### config.mk
export PLATFORM = sky130hd
export DESIGN_NAME = cbdr_ram
export DESIGN_NICKNAME = d
export VERILOG_FILES = /design/src/rtl/core/contour_band_depth_ranker_core_assert.svh /design/src/rtl/core/cbdr_ram.sv
export SDC_FILE = /design/constraint.sdc
export NUM_CORES = 1
export LEC_CHECK = 0
export BUFFER_PORTS_ARGS = -buffer_cell sky130_fd_sc_hd__buf_2
export CORE_MARGIN = 3
export CORE_UTILIZATION = 37
export CTS_CLUSTER_SIZE = 12
export DETAILED_ROUTE_END_ITERATION = 12
export GPL_TIMING_DRIVEN = 0
export SLEW_MARGIN = 10
export SYNTH_ARGS = -nofsm -noshare
export SYNTH_HDL_FRONTEND = slang
export SYNTH_SLANG_ARGS = --single-unit
### constraint.sdc
create_clock -name clk -period 1.55 [get_ports clk]
set_input_delay 0.2325 -clock clk [delete_from_list [all_inputs] [get_ports clk]]
set_output_delay 0.2325 -clock clk [all_outputs]
set_load 0.005 [all_outputs]
### src/rtl/core/contour_band_depth_ranker_core_assert.svh
// Assertion macros for the contour band depth ranker core.
// Needs clk and arst_n in the scope of the including module.
`ifndef CONTOUR_BAND_DEPTH_RANKER_CORE_ASSERT_SVH
`define CONTOUR_BAND_DEPTH_RANKER_CORE_ASSERT_SVH

// hold in the same cycle
`define CBDR_ASSERT_NOW(label, ante, cons) \
	label: assert property (@(posedge clk) disable iff (!arst_n) (ante) |-> (cons)) \
		else $error("cbdr assertion failed");

// hold in the next cycle
`define CBDR_ASSERT_NEXT(label, ante, cons) \
	label: assert property (@(posedge clk) disable iff (!arst_n) (ante) |=> (cons)) \
		else $error("cbdr assertion failed");

`endif

### src/rtl/core/cbdr_ram.sv
// Simple dual-port synchronous RAM with per-bit write enables.
// Registered read; no dependencies.
module cbdr_ram #(
	parameter int WIDTH = 8,
	parameter int DEPTH = 16,
	parameter int AW    = $clog2(DEPTH)
) (
	input  logic             clk,
	input  logic             we,
	input  logic [WIDTH-1:0] wmask,
	input  logic [AW-1:0]    waddr,
	input  logic [WIDTH-1:0] wdata,
	input  logic [AW-1:0]    raddr,
	output logic [WIDTH-1:0] rdata
);

	logic [WIDTH-1:0] mem [DEPTH];

	always_ff @(posedge clk) begin
		if (we) begin
			for (int b = 0; b < WIDTH; b++) begin
				if (wmask[b]) begin
					mem[waddr][b] <= wdata[b];
				end
			end
		end
		rdata <= mem[raddr];
	end

endmodule

==> results_dict.tcl <==
set metrics [dict create \
    crit_family "simple AND/OR/NAND/NOR gates" \
    dp.cells 588 \
    syn_to_final_growth_pct 17.0 \
    hp-start "wdata[1]" \
    design_area_um2 6650 \
    yosys_warnings 0 \
    min_period_ns 1.37 \
    drt_iter0_drc 360 \
    hold_violations 0 \
    cp.required_ns 1.66 \
    ys_seq_area_frac 0.704 \
    worst_path_max_delay_cell "nand3_1" \
    cts-buffers-inserted 17 \
    final_cells 620 \
    grt_max_degree 17 \
    start_kind "input pin" \
    period_share 0.881 \
    final_cell_mix "nor2_1 (131), edfxtp_1 (128), buf_2 (34), nand2_1 (25), mux4_2 (18)" \
    firstDrtPassIters 5 \
    pwr-share-seq 0.478 \
    layout_commonest_cell "nor2_1" \
    critical_path_class "in -> reg" \
    overflow 0 \
    netSwitchingPower_w 0.00176 \
    yosys.area.top_type_share 0.676 \
    cts_tree "done" \
    drt-total-wl_mm 13.5 \
    critPathBufInv 1 \
    place.port_buffers 31 \
    final_layout_size_suffix_gt1_frac 0.200 \
    internal_power_w 0.00681 \
    dieArea_um2 16900 \
    rr_worst_depth 3 \
    crit_path_cell_trace "buf_2, nor2_1, nand3_1, nor2_1" \
    synth.ff_latch_count 136 \
    hp-class "in -> reg" \
    yosysTopAreaCell "edfxtp_1" \
    antenna_found_initial 0 \
    fin_setup_tns_ns 0 \
    syn-cell-area_um2 5680 \
    slew_violations 0 \
    gp_congestion 0.753 \
    critical-path-max-stage-delay_ns 0.54 \
    num_io_pins 34 \
    status "completed" \
    viasPerCell 5.47 \
    startpoint "waddr[3]" \
    syn_nets 399 \
    cp_data_arrival_time_ns 1.47 \
    nNetsFinal 449 \
    r2r_start "mem[10][1]$_DFFE_PP_" \
    critical_path_depth 4 \
    avgRoutedWirePerCell_um 21.8 \
    rows 44 \
    leakage_nw 2.24 \
    fin_ws_ns 0.185 \
    die_h_um 130 \
    worstSkewPairLatency_ns 0.42 \
    antenna_left 0 \
    holdPathStages 1 \
    dp_slack_ns -0.359 \
    drc_errors 0 \
    pwr-share-comb 0.056 \
    r2r_end "rdata[1]$_DFF_P_" \
    coreArea_um2 14800 \
    syn_area_per_cell_um2 15.2 \
    place_area_um2 6070 \
    clockPowerShare 0.466 \
    clk_pin_slew_worst_paths_ns 0.06 \
    fin_util 0.451 \
    insertedDiodeCount 0 \
    grt_pass1_vias 3346 \
    ir_worst_vdd_mv 0.729 \
    rsz0062_at_grt "false" \
    syn_inst 373 \
    start_util 0.385 \
    crit_fanout 8 \
    grt.total_usage 0.170 \
    ys_types 17 \
    vias 3389 \
    relSlewSlack 0.296 \
    ys_top_cells_by_area "edfxtp_1 (68%), nor2_1 (8.7%), mux4_2 (7.1%)" \
    cts_root_buf "clkbuf_16" \
    min_to "mem[0][1]$_DFFE_PP_" \
    htreeDepth 4 \
    fill_cells 1326 \
    fin_skew_ns 0.00621 \
    die_x_um 130 \
    clk_path_buf_depth 2 \
    clkSinkCount 136 \
    fmax_mhz 733 \
    cp-end-kind "flip-flop" \
    worst_pin_slew_ns 1.05 \
    r2r_setup_slack_ns 0.24 \
    p_per_area_nw_per_um2 1290 \
    grt_pass1_wl_mm 19.9 \
    finalSetupViolCount 0 \
    cpMostUsedCell "nor2_1" \
    place_hpwl_mm 8.05 \
    swShare 0.205 \
    max-cap-violations 0 \
]
final cells by class:
class | count | area [um2] | area share
multi-input cells | 218 | 1560 | 0.235
flip-flops and latches | 136 | 4000 | 0.602
plain buffers | 19 | 121 | 0.0182
repair buffers | 31 | 155 | 0.0233
clock inverters | 10 | 128 | 0.0192
clock buffers | 22 | 454 | 0.0683
well taps | 184 | 230 | 0.0346
power groups by stage:
| stage | logic [W] | clock network (W) | registers, W |
|---|---|---|---|
| final | 0.000481 | 0.00399 | 0.00409 |
| after global routing | 0.000526 | 0.00420 | 0.00410 |
| after CTS | 0.000488 | 0.00403 | 0.00409 |
| after detailed placement | 0.000486 | 0 | 0.00417 |
| after global placement | 0.000477 | 0 | 0.00417 |
| after floorplan | 0.000261 | 0 | 0.00417 |
worst max-delay path by stage:
stage | slack [ns] | to
4_1_cts | 0.05 | mem[15][3]$_DFFE_PP_
2_1_floorplan | 0.17 | rdata[1]$_DFF_P_
3_5_place_dp | -0.36 | mem[8][3]$_DFFE_PP_
3_3_place_gp | -0.32 | mem[11][3]$_DFFE_PP_
6_report | 0.18 | mem[3][6]$_DFFE_PP_
5_1_grt | 0.15 | mem[3][1]$_DFFE_PP_
cells by family after synthesis:
kind of cell	count (synthesis)	share of synthesized area
compound gates	16	0.0211
buf+inv	19	0.0211
mux	32	0.136
flops	136	0.704
simple gates	170	0.117
stage by stage:
stage                     total power, W  hold WS (ns)
after detailed placement         0.00466         0.607
final                            0.00857         0.191
after global routing             0.00883         0.197
after floorplan                  0.00443         0.331
after global placement           0.00464         0.611
after CTS                        0.00861         0.185
synth_stat cells (all sizes together):
cell,number
nand3,6
and2b,1
edfxtp,128
and2,1
nand4,1
dfxtp,8
nor2,131
clkbuf,9
a22oi,16
mux4,32
nand2,25
buf,7
nor2b,5
clkdlybuf4s25,3
sequential cells by signal, summed over array words and instances, names as in the netlist:
| signal | count |
|---|---|
| mem | 128 |
| rdata | 8 |
metal layers:
layer,global-route usage,share of wire,vias up
li1,-,-,1502
met2,0.265,0.48,146
met1,0.227,0.41,1713
met5,0,0,-
met4,0.0685,0.025,0
met3,0.0475,0.079,28
what timing repair did:
item                                    in CTS  in global routing
setup buffers                                0                  0
endpoints found under the setup margin       0                 12
gates resized for setup                      0                  2
hold buffers                                 0                  0
Power figures use the tool's default switching activity.
