File: config.mk
export PLATFORM = sky130hd
export DESIGN_NAME = cbdr_lanes
export DESIGN_NICKNAME = d
export VERILOG_FILES = /design/src/rtl/core/contour_band_depth_ranker_core_assert.svh /design/src/rtl/core/cbdr_pkg.sv /design/src/rtl/core/cbdr_lanes.sv
export SDC_FILE = /design/constraint.sdc
export NUM_CORES = 2
export LEC_CHECK = 0
export ABC_CLOCK_PERIOD_IN_PS = 16800
export CAP_MARGIN = 20
export CORE_MARGIN = 4
export CORE_UTILIZATION = 46
export CTS_BUF_LIST = sky130_fd_sc_hd__clkbuf_8
export DETAILED_ROUTE_END_ITERATION = 16
export DONT_BUFFER_PORTS = 1
export SYNTH_ARGS = -nofsm -noshare
export SYNTH_HDL_FRONTEND = slang
export SYNTH_SLANG_ARGS = --single-unit
File: constraint.sdc
create_clock -name clk -period 16.8 [get_ports clk]
set_input_delay 1.68 -clock clk [delete_from_list [all_inputs] [get_ports clk]]
set_output_delay 1.68 -clock clk [all_outputs]
set_load 0.01 [all_outputs]
File: src/rtl/core/contour_band_depth_ranker_core_assert.svh
// Assertion macros for the contour band depth ranker core.
// Needs clk and arst_n in the scope of the including module.
`ifndef CONTOUR_BAND_DEPTH_RANKER_CORE_ASSERT_SVH
`define CONTOUR_BAND_DEPTH_RANKER_CORE_ASSERT_SVH

// hold in the same cycle
`define CBDR_ASSERT_NOW(label, ante, cons) \
	label: assert property (@(posedge clk) disable iff (!arst_n) (ante) |-> (cons)) \
		else $error("cbdr assertion failed");

// hold in the next cycle
`define CBDR_ASSERT_NEXT(label, ante, cons) \
	label: assert property (@(posedge clk) disable iff (!arst_n) (ante) |=> (cons)) \
		else $error("cbdr assertion failed");

`endif

File: src/rtl/core/cbdr_pkg.sv
// Shared types and constants of the contour band depth ranker core.
// No dependencies.
package cbdr_pkg;

	localparam int MAX_MEMBERS = 32;
	localparam int MAX_GRIDS   = 4096;
	localparam int MEM_W       = 5;
	localparam int GRID_W      = 12;
	localparam int CNT_W       = 13;
	localparam int PAIR_W      = 9;
	localparam int HIST_DEPTH  = MAX_GRIDS + 1;
	localparam int HIST_AW     = 13;
	localparam int HIST_W      = 14;
	localparam int PM_AW       = MEM_W + PAIR_W;
	localparam int DEPTH_W     = 9;
	localparam int TYPE_W      = 2;
	localparam int CUM6_W      = 17;

	localparam logic [TYPE_W-1:0] TYPE_OUTLIER  = 2'd0;
	localparam logic [TYPE_W-1:0] TYPE_ORDINARY = 2'd1;
	localparam logic [TYPE_W-1:0] TYPE_DEEP     = 2'd2;

	typedef enum logic [1:0] {
		REG_ISO_LEVEL,
		REG_MEMBER_COUNT,
		REG_GRID_COUNT,
		REG_OUTLIER_THRESHOLD
	} cfg_reg_t;

	typedef struct packed {
		logic signed [15:0] sample_value;
		logic               last_sample;
	} cbdr_in_t;

	typedef struct packed {
		logic [4:0] member_index;
		logic [8:0] band_depth;
		logic [1:0] member_type;
		logic       last_member;
	} cbdr_out_t;

	typedef struct packed {
		logic             clear;
		logic             en;
		logic [MEM_W-1:0] sel_j;
		logic [MEM_W-1:0] sel_k;
	} lane_ctl_t;

endpackage

File: src/rtl/core/cbdr_lanes.sv
// Per-member mismatch counters for one member pair, fed one mask column a cycle while enabled.
// Depends on cbdr_pkg.
module cbdr_lanes
	import cbdr_pkg::*;
(
	input  logic                   clk,
	input  lane_ctl_t              ctl,
	input  logic [MAX_MEMBERS-1:0] column,
	input  logic [MEM_W-1:0]       rd_idx,
	output logic [CNT_W-1:0]       mismatch
);

	logic [CNT_W-1:0] a_q [MAX_MEMBERS];
	logic [CNT_W-1:0] b_q [MAX_MEMBERS];
	logic             both_clear;
	logic             both_set;

	assign both_clear = !column[ctl.sel_j] && !column[ctl.sel_k];
	assign both_set   = column[ctl.sel_j] && column[ctl.sel_k];

	always_ff @(posedge clk) begin
		for (int l = 0; l < MAX_MEMBERS; l++) begin
			if (ctl.clear) begin
				a_q[l] <= '0;
				b_q[l] <= '0;
			end else if (ctl.en) begin
				a_q[l] <= a_q[l] + CNT_W'(both_clear && column[l]);
				b_q[l] <= b_q[l] + CNT_W'(both_set && !column[l]);
			end
		end
	end

	assign mismatch = (a_q[rd_idx] > b_q[rd_idx]) ? a_q[rd_idx] : b_q[rd_idx];

endmodule
==> metrics <==
Post-synth top cells edfxtp_1, nor2_1, nand3_1; Die Wd approximately 340 um; PortBufs 0; Worst Path Required about 15 ns; crit share post-route 0.425; Slew @ Worst Pin 1.32 ns; wire per inst between 20 and 25 um; Ports 63; setup TNS 0 ns; Clock Skew between 0.02 and 0.03 ns; cts hold-fix bufs 0; syn avg cell area about 11 um^2; core area between 100,000 and 150,000 um^2; die area ~110,000 um^2; worst-skew pair later-pin latency ~0.83 ns; Crit Path Class input pin to output pin; Cell Area, Synth 49,600 um^2; CP arrival between 5 and 6 ns; asr flop ratio synth 0; final wirelength around 140,000 um; Post-CTS Resized 0; Placer Congestion around 0.94; critical path fanouts, max around 310; gr usage total 0.249; CP Launch Point rd_idx[2]; Fillers around 10,000; fmax ~140 MHz; via-per-instance ratio about 6.0; clock slew at reported path FFs approximately 0.050 ns; placed inst area approximately 51,000 um^2; VDD IR max 0.0724 mV; Max-Cap Viols 0; Synth Instances about 4,500; flop-to-flop setup slack between 10 and 15 ns; largest net degree at the start of global routing 313; DR iter-0 viols 4,040; ys flop type edfxtp_1; critical path endpoint category output pin; Post-synth EDFFs about 830; FF-to-FF path depth 7; Pwr per Cell Area roughly 91 nW/um^2; Synth top area share 0.503; ANT nets after route 0; count of clock tree sinks between 800 and 900; R2R Path Start a_q[8][0]; P&R area growth vs syn 8.04%; die height roughly 340 um; DR pass1 iterations 8; TritonCTS clock tree done; Max Slew Vio Count 0; synth top area cells edfxtp_1, xor2_1, mux4_2; CP endpoint mismatch[5]; Worst setup SP type input pin; dpl hpwl ~100,000 um; clock buffer count from CTS ~160; sequential cell area fraction in the yosys report 0.503; RSZ-0062 raised after global routing false; fin nets about 4,700; min Tclk post-route approximately 7 ns; Synth Register Bits approximately 830; first-pass GRT wire length roughly 220,000 um; antenna violations before repair 20; DRC viols 0; footprint of the multi-input gates 23,600 um^2; largest area contributor in the netlist edfxtp_1; Initial Util 0.464; Root Buffer clkbuf_8; Sequential Area about 25,000 um^2; grt total ovfl 0; Ys Warns 0; Max clock buf depth 3; status complete, no violations; Leak approximately 19 nW; Cell variety after synth 37; endpoints failing hold 0; design area 53,600 um^2; reg2reg end a_q[8][12]; Post-CTS Setup Bufs 0; via count between 30,000 and 40,000; # rows 120; vias in the first global route 34,571; layout cells sized above 1 0.0767; Worst slew margin 0.117; most common cell in the netlist edfxtp_1; CTS H-tree lvls 4; post-synthesis net count roughly 4,700; endpoints failing setup 0; hold crit path type flop to flop
layer usage:
layer	GRT usage	routed length, um
met1	0.345	61400
met2	0.379	63500
met3	0.0739	13700
met4	0.0797	4260
met5	0	57
sequential cells by signal, indices dropped and copies added, names as in the netlist:
register and flops:
a_q 416, b_q 416
logic make-up after synthesis:
logic type / count (synthesis) / share of synthesized area
flops: 832 / 0.503
xor+xnor: 517 / 0.0912
fa+ha+maj: 141 / 0.0355
buf+inv: 281 / 0.0223
mux: 347 / 0.0991
compound gates: 552 / 0.0646
simple gates: 1861 / 0.184
critical path, stage by stage:
cell      delay (ns)
mux4_2          0.55
a22oi_1         0.67
nand4_1         0.26
ha_1            0.41
nand2_1         0.05
o21ai_0         0.26
a221oi_1        0.15
a21oi_1         0.50
buf_4           0.29
mux2_2          0.44
worst min-delay path by stage:
stage / from / end / slack [ns] / cells past startpoint
after floorplan: a_q[13][12] / a_q[13][12] / 0.57 / 2
after global placement: b_q[31][12] / b_q[31][12] / 0.60 / 2
after detailed placement: a_q[8][12] / a_q[8][12] / 0.60 / 2
after CTS: b_q[31][12] / b_q[31][12] / 0.62 / 2
after global routing: a_q[25][12] / a_q[25][12] / 0.64 / 2
final: b_q[26][12] / b_q[26][12] / 0.62 / 2
power breakdown:
group | leakage (nW) | total [mW] | switching, mW | internal [mW]
logic | 8.01 | 0.519 | 0.314 | 0.205
clock network | 1.54 | 1.76 | 0.894 | 0.863
registers | 9.23 | 2.59 | 0.157 | 2.44
total | 18.8 | 4.87 | 1.37 | 3.50
final cells by class:
| cell class | instances | area share |
|---|---|---|
| sequential | 832 | 0.466 |
| multi-input combinational | 3418 | 0.440 |
| clock buffer | 156 | 0.0400 |
| tap | 1403 | 0.0327 |
| clock inverter | 109 | 0.00943 |
| timing repair buffer | 29 | 0.00560 |
| inverter | 73 | 0.00511 |
| antenna | 26 | 0.00121 |
metrics by stage:
| stage | utilization | hold slack, ns | setup slack, ns | cells | power, mW |
|---|---|---|---|---|---|
| after floorplan | - | 0.573 | 4.37 | 4531 | 2.99 |
| after global placement | 0.475 | 0.596 | 9.75 | 5753 | 3.14 |
| after detailed placement | 0.475 | 0.602 | 9.77 | 5754 | 3.14 |
| after CTS | 0.500 | 0.619 | 9.78 | 6019 | 4.91 |
| after global routing | 0.500 | 0.641 | 9.70 | 6023 | 5.07 |
| final | 0.501 | 0.615 | 9.65 | 6046 | 4.87 |
cells in the final DEF (no fill, tap or decap), types with 5 or more instances in the layout:
cell type	n
and4_1	11
clkbuf_8	156
mux2i_1	220
or3_1	187
edfxtp_1	832
clkinvlp_4	6
nor3_1	144
buf_12	5
and2_1	129
nand4_1	113
nor2_1	534
diode_2	26
nor4_1	6
a21oi_1	193
buf_4	23
nand2_1	235
o21ai_0	189
clkinv_2	15
clkinv_1	31
a22oi_1	156
mux4_2	114
xnor2_1	158
xor2_1	359
nand3_1	380
inv_1	123
ha_1	141
mux2_2	13
and3_1	103
Note: power is estimated with default switching activity, not from simulation.
